### config.mk
export PLATFORM = sky130hd
export DESIGN_NAME = dds_sine_generator_top
export DESIGN_NICKNAME = d
export VERILOG_FILES = /design/src/hdl/dds_pkg.sv /design/src/hdl/dds_sine_generator_top.sv
export SDC_FILE = /design/constraint.sdc
export NUM_CORES = 1
export LEC_CHECK = 0
export BUFFER_PORTS_ARGS = -buffer_cell sky130_fd_sc_hd__buf_2
export CELL_PAD_IN_SITES_DETAIL_PLACEMENT = 1
export CELL_PAD_IN_SITES_GLOBAL_PLACEMENT = 1
export CORE_MARGIN = 8
export CORE_UTILIZATION = 41
export DETAILED_ROUTE_END_ITERATION = 16
export HOLD_SLACK_MARGIN = 0.1
export PLACE_DENSITY = 0.84
export SKIP_LAST_GASP = 1
export SLEW_MARGIN = 20
export SYNTH_ARGS = -nofsm -noshare
export SYNTH_HDL_FRONTEND = slang
export SYNTH_SLANG_ARGS = --single-unit
### constraint.sdc
create_clock -name clock -period 11.97 [get_ports clock]
set_input_delay 1.7955 -clock clock [delete_from_list [all_inputs] [get_ports clock]]
set_output_delay 1.7955 -clock clock [all_outputs]
set_load 0.02 [all_outputs]
### src/hdl/dds_pkg.sv
// Package for the DDS sine generator: widths, register map, reset values
// and the elaboration-time quarter-wave sine function. Depends on nothing.
package dds_pkg;

   localparam int PHASE_BITS_DEFAULT      = 32;
   localparam int TABLE_ADDR_BITS_DEFAULT = 10;
   localparam int DAC_BITS_DEFAULT        = 12;

   localparam int TUNING_BITS    = 32;
   localparam int SNAP_BITS      = 32;
   localparam int SINE_FRAC_BITS = 15;
   localparam int REQ_DATA_BITS  = 8;

   localparam int CSR_ADDR_BITS = 4;
   localparam int CSR_DATA_BITS = 32;

   // register index, taken from paddr[3:2]
   localparam logic [1:0] REG_TUNING_WORD    = 2'd0;
   localparam logic [1:0] REG_DC_OFFSET      = 2'd1;
   localparam logic [1:0] REG_AMPLITUDE_CODE = 2'd2;

   localparam int BIAS_RESET      = 1613;
   localparam int AMPLITUDE_RESET = 620;

   localparam logic [63:0] HALF_PI_Q62 = 64'd7244019458077122842;
   localparam logic [63:0] LO32        = 64'h0000_0000_ffff_ffff;

   // (a*b) >> 62, a and b below 2^63
   function automatic logic [63:0] mul_q62(input logic [63:0] a, input logic [63:0] b);
      logic [63:0] a0, a1, b0, b1;
      logic [63:0] p00, p01, p10, p11;
      logic [63:0] mid, hi, lo;
      a0  = a & LO32;
      a1  = a >> 32;
      b0  = b & LO32;
      b1  = b >> 32;
      p00 = a0 * b0;
      p01 = a0 * b1;
      p10 = a1 * b0;
      p11 = a1 * b1;
      mid = (p00 >> 32) + (p01 & LO32) + (p10 & LO32);
      hi  = p11 + (p01 >> 32) + (p10 >> 32) + (mid >> 32);
      lo  = (mid << 32) | (p00 & LO32);
      return (hi << 2) | (lo >> 62);
   endfunction

   // unsigned quotient by restoring shift-subtract; divisor is small here
   function automatic logic [63:0] div_u64(input logic [63:0] num, input logic [63:0] den);
      logic [63:0] quo;
      logic [63:0] rmd;
      quo = '0;
      rmd = '0;
      for (int i = 63; i >= 0; i--) begin
         rmd = {rmd[62:0], num[i]};
         if (rmd >= den) begin
            rmd    = rmd - den;
            quo[i] = 1'b1;
         end
      end
      return quo;
   endfunction

   // sin(pi/2 * j / 2^qbits) as a rounded Q0.15 magnitude, saturated at 32767.
   // Only evaluated at elaboration to fill the constant table.
   function automatic logic [SINE_FRAC_BITS-1:0] quarter_sine(input logic [63:0] j,
                                                              input int qbits);
      logic [63:0] hi, lo, x, x2, term, sum, r, den;
      hi   = HALF_PI_Q62 >> qbits;
      lo   = HALF_PI_Q62 & ((64'd1 << qbits) - 64'd1);
      x    = hi * j + ((lo * j) >> qbits);
      x2   = mul_q62(x, x);
      term = x;
      sum  = x;
      for (int k = 1; k <= 24; k++) begin
         if (term != 64'd0) begin
            den  = 64'(2 * k) * 64'(2 * k + 1);
            term = div_u64(mul_q62(term, x2), den);
            if (k[0]) begin
               sum = sum - term;
            end else begin
               sum = sum + term;
            end
         end
      end
      r = (sum + (64'd1 << 46)) >> 47;
      return (r > 64'd32767) ? SINE_FRAC_BITS'(32767) : r[SINE_FRAC_BITS-1:0];
   endfunction

endpackage

### src/hdl/dds_sine_generator_top.sv
// DDS sine generator top level: phase accumulator, quarter-wave sine table,
// amplitude scaling, offset and clamp, with an APB-style register port.
// Depends on dds_pkg.
//
// Each accepted request transaction is one DAC sample tick. The block takes one
// transaction per clock while the response side keeps up, and returns one
// response transaction per request. The accepting edge loads the input
// register; the next edge with room loads the result register, which drives
// rsp_tvalid, and the response is taken at an edge with rsp_tready high. The
// per-sample rate is set by the phase accumulator, a single PHASE_BITS-wide add
// that closes on itself each cycle; the table read, the 15 x DAC_BITS multiply
// and the offset/clamp form one combinational pass between the input register
// and the result register. Backpressure on rsp_tready holds the result register,
// and a request is still taken while the result register is full as long as the
// input register is empty.
// req_tdata bit 0 is capture: when set, the phase before this step is copied to
// the snapshot register, and every response carries the most recent snapshot.
// Registers (byte address): 0x0 tuning_word, 0x4 dc_offset, 0x8 amplitude_code.
// Write them only while no sample is in flight. The sine table holds one
// quarter wave of 2^(TABLE_ADDR_BITS-2) entries plus a separate peak constant,
// all computed at elaboration; the rest of the wave comes from symmetry.
module dds_sine_generator_top #(
   parameter int PHASE_BITS      = dds_pkg::PHASE_BITS_DEFAULT,
   parameter int TABLE_ADDR_BITS = dds_pkg::TABLE_ADDR_BITS_DEFAULT,
   parameter int DAC_BITS        = dds_pkg::DAC_BITS_DEFAULT,
   localparam int RSP_DATA_BITS  = ((DAC_BITS + dds_pkg::SNAP_BITS + 7) / 8) * 8
) (
   input  logic                               clock,
   input  logic                               reset,
   // configuration port
   input  logic                               csr_psel,
   input  logic                               csr_penable,
   input  logic                               csr_pwrite,
   input  logic [dds_pkg::CSR_ADDR_BITS-1:0]  csr_paddr,
   input  logic [dds_pkg::CSR_DATA_BITS-1:0]  csr_pwdata,
   output logic [dds_pkg::CSR_DATA_BITS-1:0]  csr_prdata,
   output logic                               csr_pready,
   // request channel
   input  logic                               req_tvalid,
   output logic                               req_tready,
   input  logic [dds_pkg::REQ_DATA_BITS-1:0]  req_tdata,   // [0] capture, rest zero
   // response channel
   output logic                               rsp_tvalid,
   input  logic                               rsp_tready,
   output logic [RSP_DATA_BITS-1:0]           rsp_tdata    // sample_code, snapshot_phase
);

   localparam int QUARTER_BITS = TABLE_ADDR_BITS - 2;
   localparam int QUARTER_LEN  = 1 << QUARTER_BITS;
   localparam int FRAC         = dds_pkg::SINE_FRAC_BITS;
   localparam int PROD_BITS    = FRAC + DAC_BITS;
   localparam int SNAP         = dds_pkg::SNAP_BITS;
   localparam logic [FRAC-1:0] SINE_PEAK =
      dds_pkg::quarter_sine(64'(QUARTER_LEN), QUARTER_BITS);

   // ------------------------------------------------------------------
   // Configuration registers
   // ------------------------------------------------------------------
   logic [dds_pkg::TUNING_BITS-1:0] tuning_ff;
   logic [DAC_BITS-1:0]             bias_ff;
   logic [DAC_BITS-1:0]             amplitude_ff;
   logic                            csr_write;

   assign csr_pready = 1'b1;
   assign csr_write  = csr_psel & csr_penable & csr_pwrite & csr_pready;

   always_ff @(posedge clock) begin
      if (reset) begin
         tuning_ff    <= '0;
         bias_ff      <= DAC_BITS'(dds_pkg::BIAS_RESET);
         amplitude_ff <= DAC_BITS'(dds_pkg::AMPLITUDE_RESET);
      end else if (csr_write) begin
         case (csr_paddr[3:2])
            dds_pkg::REG_TUNING_WORD:    tuning_ff    <= csr_pwdata[dds_pkg::TUNING_BITS-1:0];
            dds_pkg::REG_DC_OFFSET:      bias_ff      <= csr_pwdata[DAC_BITS-1:0];
            dds_pkg::REG_AMPLITUDE_CODE: amplitude_ff <= csr_pwdata[DAC_BITS-1:0];
            default: ;  // unmapped address: write dropped
         endcase
      end
   end

   always_comb begin
      case (csr_paddr[3:2])
         dds_pkg::REG_TUNING_WORD:    csr_prdata = dds_pkg::CSR_DATA_BITS'(tuning_ff);
         dds_pkg::REG_DC_OFFSET:      csr_prdata = dds_pkg::CSR_DATA_BITS'(bias_ff);
         dds_pkg::REG_AMPLITUDE_CODE: csr_prdata = dds_pkg::CSR_DATA_BITS'(amplitude_ff);
         default:                     csr_prdata = '0;
      endcase
   end

   // ------------------------------------------------------------------
   // Handshake: input register moves when it is empty or the result register has room
   // ------------------------------------------------------------------
   logic va_ff, vc_ff;
   logic ready_a, ready_c;
   logic req_accept;

   assign ready_c    = ~vc_ff | rsp_tready;
   assign ready_a    = ~va_ff | ready_c;
   assign req_tready = ready_a;
   assign req_accept = req_tvalid & ready_a;

   always_ff @(posedge clock) begin
      if (reset) begin
         va_ff <= 1'b0;
         vc_ff <= 1'b0;
      end else begin
         if (ready_a) va_ff <= req_tvalid;
         if (ready_c) vc_ff <= va_ff;
      end
   end

   // ------------------------------------------------------------------
   // Input register: phase accumulator and capture
   // ------------------------------------------------------------------
   logic [PHASE_BITS-1:0]      phase_ff;
   logic [PHASE_BITS-1:0]      phase_in;
   logic [PHASE_BITS-1:0]      captured_ff;
   logic                       capture;
   logic [TABLE_ADDR_BITS-1:0] idx_a_ff;
   logic [SNAP-1:0]            snap_a_ff;

   assign capture  = req_tdata[0];
   assign phase_in = phase_ff + PHASE_BITS'(tuning_ff);

   always_ff @(posedge clock) begin
      if (reset) begin
         phase_ff    <= '0;
         captured_ff <= '0;
      end else if (req_accept) begin
         phase_ff <= phase_in;
         if (capture) captured_ff <= phase_ff;
      end
   end

   always_ff @(posedge clock) begin
      if (req_accept) begin
         idx_a_ff  <= phase_in[PHASE_BITS-1 -: TABLE_ADDR_BITS];
         snap_a_ff <= capture ? SNAP'(phase_ff) : SNAP'(captured_ff);
      end
   end

   // ------------------------------------------------------------------
   // Quarter-wave table lookup and amplitude multiply
   // ------------------------------------------------------------------
   logic [FRAC-1:0]         sine_rom [QUARTER_LEN];
   logic [1:0]              quad;
   logic [QUARTER_BITS-1:0] rem;
   logic [QUARTER_BITS-1:0] rom_addr;
   logic                    mirror;
   logic [FRAC-1:0]         mag;
   logic [PROD_BITS-1:0]    prod_in;

   for (genvar g = 0; g < QUARTER_LEN; g++) begin : g_rom
      localparam logic [FRAC-1:0] ENTRY = dds_pkg::quarter_sine(64'(g), QUARTER_BITS);
      assign sine_rom[g] = ENTRY;
   end

   assign quad     = idx_a_ff[TABLE_ADDR_BITS-1 -: 2];
   assign rem      = idx_a_ff[QUARTER_BITS-1:0];
   assign mirror   = quad[0];
   // odd quadrants run the quarter wave backwards; their first point is the peak
   assign rom_addr = mirror ? (~rem + QUARTER_BITS'(1)) : rem;
   assign mag      = (mirror && rem == '0) ? SINE_PEAK : sine_rom[rom_addr];
   assign prod_in  = PROD_BITS'(mag) * PROD_BITS'(amplitude_ff);

   // ------------------------------------------------------------------
   // Offset, clamp, result register
   // ------------------------------------------------------------------
   logic [DAC_BITS-1:0] scaled;
   logic [DAC_BITS:0]   sum_pos;
   logic [DAC_BITS-1:0] code_in;
   logic [DAC_BITS-1:0] code_c_ff;
   logic [SNAP-1:0]     snap_c_ff;

   assign scaled  = prod_in[PROD_BITS-1 -: DAC_BITS];  // >> 15, truncates toward zero
   assign sum_pos = {1'b0, bias_ff} + {1'b0, scaled};

   always_comb begin
      if (quad[1]) begin
         code_in = (scaled > bias_ff) ? '0 : (bias_ff - scaled);
      end else begin
         code_in = sum_pos[DAC_BITS] ? '1 : sum_pos[DAC_BITS-1:0];
      end
   end

   always_ff @(posedge clock) begin
      if (va_ff && ready_c) begin
         code_c_ff <= code_in;
         snap_c_ff <= snap_a_ff;
      end
   end

   assign rsp_tvalid = vc_ff;
   assign rsp_tdata  = RSP_DATA_BITS'({snap_c_ff, code_c_ff});

endmodule

==> Yosys cells after proc, flatten, opt, wreduce, memory -nomap -nowiden <==
Memory sizes are Yosys's and may differ from the RTL's.
Cells that the tools add are included.
{ "classes": {"muxes": 9, "multipliers": 1, "n_addsub": 4, "n_reduce_logical": 7, "n_shift": 0, "n_eq_ne": 2, "order_cmp": 2, "n_div": 0, "n_bitwise": 9} }
{ "ops": {"columns": ["cell", "n"], "rows": [
  ["case mux 32 bit (3 select lines)", 1],
  ["2-to-1 mux 15 bit", 3],
  ["2-to-1 mux 12 bit", 3],
  ["adder 32 bit", 1],
  ["2-to-1 mux 32 bit", 1],
  ["multiplier 15 x 12 -> 27 bit", 1],
  ["adder 12 x 12 -> 13 bit", 1],
  ["greater-than comparator 12 bit", 1],
  ["subtractor 12 bit", 1],
  ["greater-or-equal comparator 9 bit, second input constant", 1],
  ["NOT 8 -> 9 bit", 1],
  ["adder 8 x 1 -> 8 bit, second input constant", 1],
  ["logical NOT 8 bit", 1],
  ["2-to-1 mux 8 bit", 1],
  ["NOT 8 bit", 1],
  ["AND reduction 2 bit", 3],
  ["bitwise AND 1 bit", 3],
  ["equality test 2 x 1 -> 1 bit, second input constant", 1],
  ["equality test 2 bit, second input constant", 1],
  ["logical AND 1 bit", 2],
  ["logical NOT 2 bit", 1],
  ["NOT 1 bit", 2],
  ["bitwise OR 1 bit", 2]
]} }
{ "totals": {"memories": 1, "elab_cells": 46, "mem_bits_rw": 0, "inputBits": 51, "regBits": 208, "romBits": 3840, "latchBits": 0} }
{ "mem_list": {"columns": ["name", "depth", "word_bits", "rd", "rd_ports_with_merged_regs", "wr", "line", "text"], "rows": [
  ["(name not given)", 256, 15, 1, 0, 0, "dds_sine_generator_top.sv:164", "assign mag = (mirror && rem == '0) ? SINE_PEAK : sine_rom[rom_addr];"]
]} }

==> Logic depth before layout (Yosys ltp) <==
{ "logic_depth": {"word_depth": 12, "depth_mapped": 56, "ltp_nobuf": 51} }

==> Worst setup path after synthesis <==
No wires, ideal clock.
{ "synth_timing": {"path_kind": "reg2reg", "from": "register idx_a_ff[0]", "to": "register code_c_ff[11], data pin", "path_stages_with_launch": 54, "setup_time_ns": 0.265, "path_slack_ns": 0.645, "t_required_ns": 11.705, "t_arrival_ns": 11.061, "cell_sequence": "edfxtp_1 -> clkbuf_1 -> clkinv_1 -> ha_1 -> buf_2 -> nor2b_1 -> a21oi_2 -> buf_2 -> buf_1 -> buf_2 -> buf_2 -> ha_1 -> clkbuf_1 -> nor3_1 -> a21oi_1 -> a21oi_1 -> o211ai_1 -> o21ai_0 -> [18 not listed] -> a21o_1 -> a21oi_4 -> o21bai_1 -> a21o_1 -> xor2_1 -> ha_1 -> inv_1 -> a21oi_1 -> o21bai_1 -> a21oi_1 -> o21bai_1 -> a21oi_1 -> o21bai_1 -> a221oi_1 -> clkbuf_1 -> inv_1 -> a311oi_1 -> o21ai_0"} }
{ "synth_via": {"elab_chain_cells": 12, "word_cells_on_any_way": 17, "cone_classes": "3 x add/sub; 1 x mul; 1 x order compare; 7 x mux; 2 x bitwise; 2 x reduce/logical; 1 x memory"} }
{ "synth_lines": {"columns": ["item", "line", "text"], "rows": [
  ["from (decl)", "dds_sine_generator_top.sv:120", "logic [TABLE_ADDR_BITS-1:0] idx_a_ff;"],
  ["from (signal assigned)", "dds_sine_generator_top.sv:138", "idx_a_ff <= phase_in[PHASE_BITS-1 -: TABLE_ADDR_BITS];"],
  ["NOT 8 bit", "dds_sine_generator_top.sv:163", "assign rom_addr = mirror ? (~rem + QUARTER_BITS'(1)) : rem;"],
  ["adder 8 x 1 -> 8 bit", "dds_sine_generator_top.sv:163", null],
  ["2-to-1 mux 8 bit", "dds_sine_generator_top.sv:163", null],
  ["NOT 8 -> 9 bit (implied by the code)", "dds_sine_generator_top.sv:164", null],
  ["memory (256 x 15 bit)", null, null],
  ["2-to-1 mux 15 bit (implied by the code) (2 in series)", "dds_sine_generator_top.sv:164", null],
  ["2-to-1 mux 15 bit (*)", "dds_sine_generator_top.sv:164", null],
  ["multiplier 15 x 12 -> 27 bit (*)", "dds_sine_generator_top.sv:165", "assign prod_in = PROD_BITS'(mag) * PROD_BITS'(amplitude_ff);"],
  ["adder 12 x 12 -> 13 bit (tied with other cells)", "dds_sine_generator_top.sv:177", "assign sum_pos = {1'b0, bias_ff} + {1'b0, scaled};"],
  ["2-to-1 mux 12 bit, on equally long branches", "dds_sine_generator_top.sv:183, dds_sine_generator_top.sv:181", null],
  ["2-to-1 mux 12 bit (*)", "dds_sine_generator_top.sv:180", "if (quad[1]) begin"],
  ["via code_in[11]", "dds_sine_generator_top.sv:172", "logic [DAC_BITS-1:0] code_in;"],
  ["to (signal assigned)", "dds_sine_generator_top.sv:189", "code_c_ff <= code_in;"],
  ["to (decl)", "dds_sine_generator_top.sv:173", "logic [DAC_BITS-1:0] code_c_ff;"]
]} }
The timed path passes the listed nets; every way through them passes the cells marked *. The select of a mux whose other input is x is not followed.
A chain may end at the register's enable or synchronous reset.

==> Worst setup path after layout <==
{ "layout_timing": {"from": "register idx_a_ff[1]", "to": "register code_c_ff[7], data pin"} }
Same word-level chain as after synthesis.

==> reports/summary.txt <==
outcome = finished clean
Max stage delay on crit path = 0.56 ns
YS warnings = 0
fmax = 87.1 MHz
FF+latch count, synth = 208
drt initial violations = 1560
Slew HR = 0.307
Worst Setup SP = idx_a_ff[1]$_DFFE_PP_
Final min period = 11.48 ns
Post-synth ARST share = 0
Avg Cell Area, Syn = 8.09 µm²
Tcrit/Tclk final = 0.959
drt drc = 0
CP Buf/Inv Count = 9
reg2reg setup slack = 0.49 ns
Via density = 6.08
largest net degree at the start of global routing = 89
reg-to-reg critical path endpoint = code_c_ff[7]$_DFFE_PP_
Placed Cells incl. Taps = 3250
leak pwr = 9.86 nW
layout cells sized above 1 = 0.143
Root Buffer = clkbuf_16
arrival time at the worst endpoint = 11.74 ns
Final Non-Filler Cells = 3304
Port Buffers = 119
Least-Margin Pin Slew = 1.03 ns
Mapped Cells = 2538
Starting Density = 0.413
H-tree depth = 1
CP delay by family, top = compound AO/OA/AOI/OAI gates
hold worst-path end = snap_c_ff[11]$_DFFE_PP_
max cap viols = 0
Synth top area share = 0.129
Clock Latency Late Sink = 0.53 ns
placement row count = 82
reg2reg path depth = 46
most frequent cells in the layout = nand2_1 (455), a21oi_1 (241), inv_1 (174), ha_1 (135), o21ai_0 (134)
area grow syn2layout = 12.3%
GRT Overall Usage = 0.277
pre-CTS setup slack = -0.0769 ns
number of flops mapped to enable cells by yosys = 86
Worst Hold Class = reg2reg
grt ovf = 0
Die Y = 240 µm
crit-path most repeated cell = a21o_1
initial antenna violation count = 0
Crit Path Class = reg2reg
Via Count = 20086
Die X = 240 µm
most common cell after layout, fill and taps aside = nand2_1
post-synth top area cell = fa_1
drt pass-1 iters = 5
post-synthesis sequential area ratio = 0.245
Num CTS Buffers = 22
final antenna-violating net count = 0
CTS Hold Bufs = 0
top post-synthesis cells by area = fa_1 (13%), edfxtp_1 (13%), dfxtp_1 (12%)
distinct cell type count after synthesis = 94
Fin Clk Skew = 0.0167 ns
GPL Wtd Cong = 0.978
post-synthesis cell area = 0.0205 mm²
nets = 2936
FF-to-FF Start = idx_a_ff[1]$_DFFE_PP_
hpwl dp = 60400 µm
setup TNS = 0 ns
maximum clock path buffer count = 3
final cell utilization of the core = 0.463
# IOs = 134
Critical Path End Type = flop
first-pass GRT wire length = 126000 µm
final setup fails = 0
VDD IR max = 0.496 mV
Critical Path Fanout Max = 14
hold path startpoint = snap_a_ff[11]$_DFFE_PP_
PnR worst setup slack = 0.485 ns
Worst setup SP type = flop
Core Footprint = 0.0498 mm²
main flop type after synthesis = dfxtp_1
CTS tree = built
final hold vios = 0
vias in the first global route = 21571
clock-pin slew on the worst setup and hold paths = 0.06 ns
Die ar. = 0.0575 mm²
total chip power = 6.87 mW
Pwr Density = 298 mW/mm²
CP max stage cell = fa_1
clk sink count = 208
WL final = 81700 µm
data required time of the worst path = 12.23 ns
Routed WL per cell = 24.7 µm
hold depth = 0
Final Max Tran Viols = 0
==> sequential cells by signal, indices dropped and copies added (netlist names) <==
signal        cells
amplitude_ff     12
bias_ff          12
va_ff             1
captured_ff      32
snap_c_ff        32
idx_a_ff         10
code_c_ff        12
rsp_tvalid        1
phase_ff         32
snap_a_ff        32
tuning_ff        32
==> report_power, final <==
| part | internal (mW) | leakage [nW] | switching [mW] | total, mW |
|---|---|---|---|---|
| clock | 0.373 | 0.340 | 0.301 | 0.674 |
| sequential | 0.883 | 1.84 | 0.0225 | 0.905 |
| combinational | 2.24 | 7.68 | 3.05 | 5.29 |
| total | 3.50 | 9.86 | 3.37 | 6.87 |
==> what timing repair did <==
item                                    CTS  global route
pin swaps                                 1             3
gates resized for setup                   1            25
buffers inserted                          0            13
endpoints found under the setup margin    1            12
==> worst register-to-register path: cells and delay by family, from the launching register on <==
family / cells / cell delay (ns)
compound gates: 21 / 4.35
fa+ha+maj: 9 / 3.69
buf+inv: 9 / 1.42
simple gates: 6 / 1.13
flops: 1 / 0.45
xor+xnor: 1 / 0.16
==> cell type report <==
class,count,area (µm²)
Sequential cell,208,5020
Clock buffer,28,583
Clock inverter,12,111
Fill cell,6082,26700
Timing Repair Buffer,245,1620
Inverter,182,684
Tap cell,672,841
Antenna cell,1,2.50
Multi-Input combinational cell,1956,14200
==> worst max path at each step <==
stage                     cells past startpoint  slack, ns                      end
after floorplan                              53       0.64  code_c_ff[11]$_DFFE_PP_
after global placement                       48       0.28  code_c_ff[11]$_DFFE_PP_
after detailed placement                     46      -0.08  code_c_ff[11]$_DFFE_PP_
after CTS                                    46       0.01  code_c_ff[11]$_DFFE_PP_
after global routing                         51      -0.09  code_c_ff[11]$_DFFE_PP_
final                                        46       0.49   code_c_ff[7]$_DFFE_PP_
==> logic make-up after synthesis <==
group | share of synthesized area
AOI/OAI and AO/OA | 0.225
adders and majority gates | 0.213
xor gates and xnor gates | 0.0234
muxes | 0.0314
DFF | 0.245
other | 0.000366
and+or+nand+nor | 0.190
buffers and inverters | 0.0725
==> routing by layer <==
metal,part of all wire,GRT usage
met5,0,0
met4,0.045,0.115
met3,0.055,0.0308
met2,0.50,0.487
met1,0.40,0.341
==> synth_stat cells (9+ instances only) <==
| master | count |
|---|---|
| fa_1 | 132 |
| a211o_1 | 13 |
| o21ai_0 | 135 |
| nand3_1 | 31 |
| inv_1 | 175 |
| o221ai_1 | 12 |
| clkbuf_1 | 123 |
| mux2i_1 | 24 |
| nor2b_1 | 22 |
| a21oi_1 | 241 |
| and2_1 | 94 |
| o22ai_1 | 18 |
| o311ai_0 | 20 |
| nand2b_1 | 24 |
| buf_2 | 40 |
| edfxtp_1 | 86 |
| o21bai_1 | 17 |
| ha_1 | 138 |
| a221oi_1 | 12 |
| a311oi_1 | 18 |
| nor3_1 | 32 |
| buf_1 | 26 |
| or3_1 | 9 |
| xnor2_1 | 25 |
| nor2_1 | 128 |
| a211oi_1 | 40 |
| xor2_1 | 23 |
| o211ai_1 | 41 |
| a21o_1 | 36 |
| mux2_2 | 33 |
| nand2_1 | 457 |
| dfxtp_1 | 122 |
==> metrics by stage <==
step | cell area [µm²] | hold slack [ns]
3_3_place_gp | 22100 | 0.405
4_1_cts | 22800 | 0.422
5_1_grt | 23100 | 0.430
3_5_place_dp | 22100 | 0.405
2_1_floorplan | 20500 | 0.400
6_report | 23100 | 0.420
Note: power is estimated with default switching activity, not from simulation.
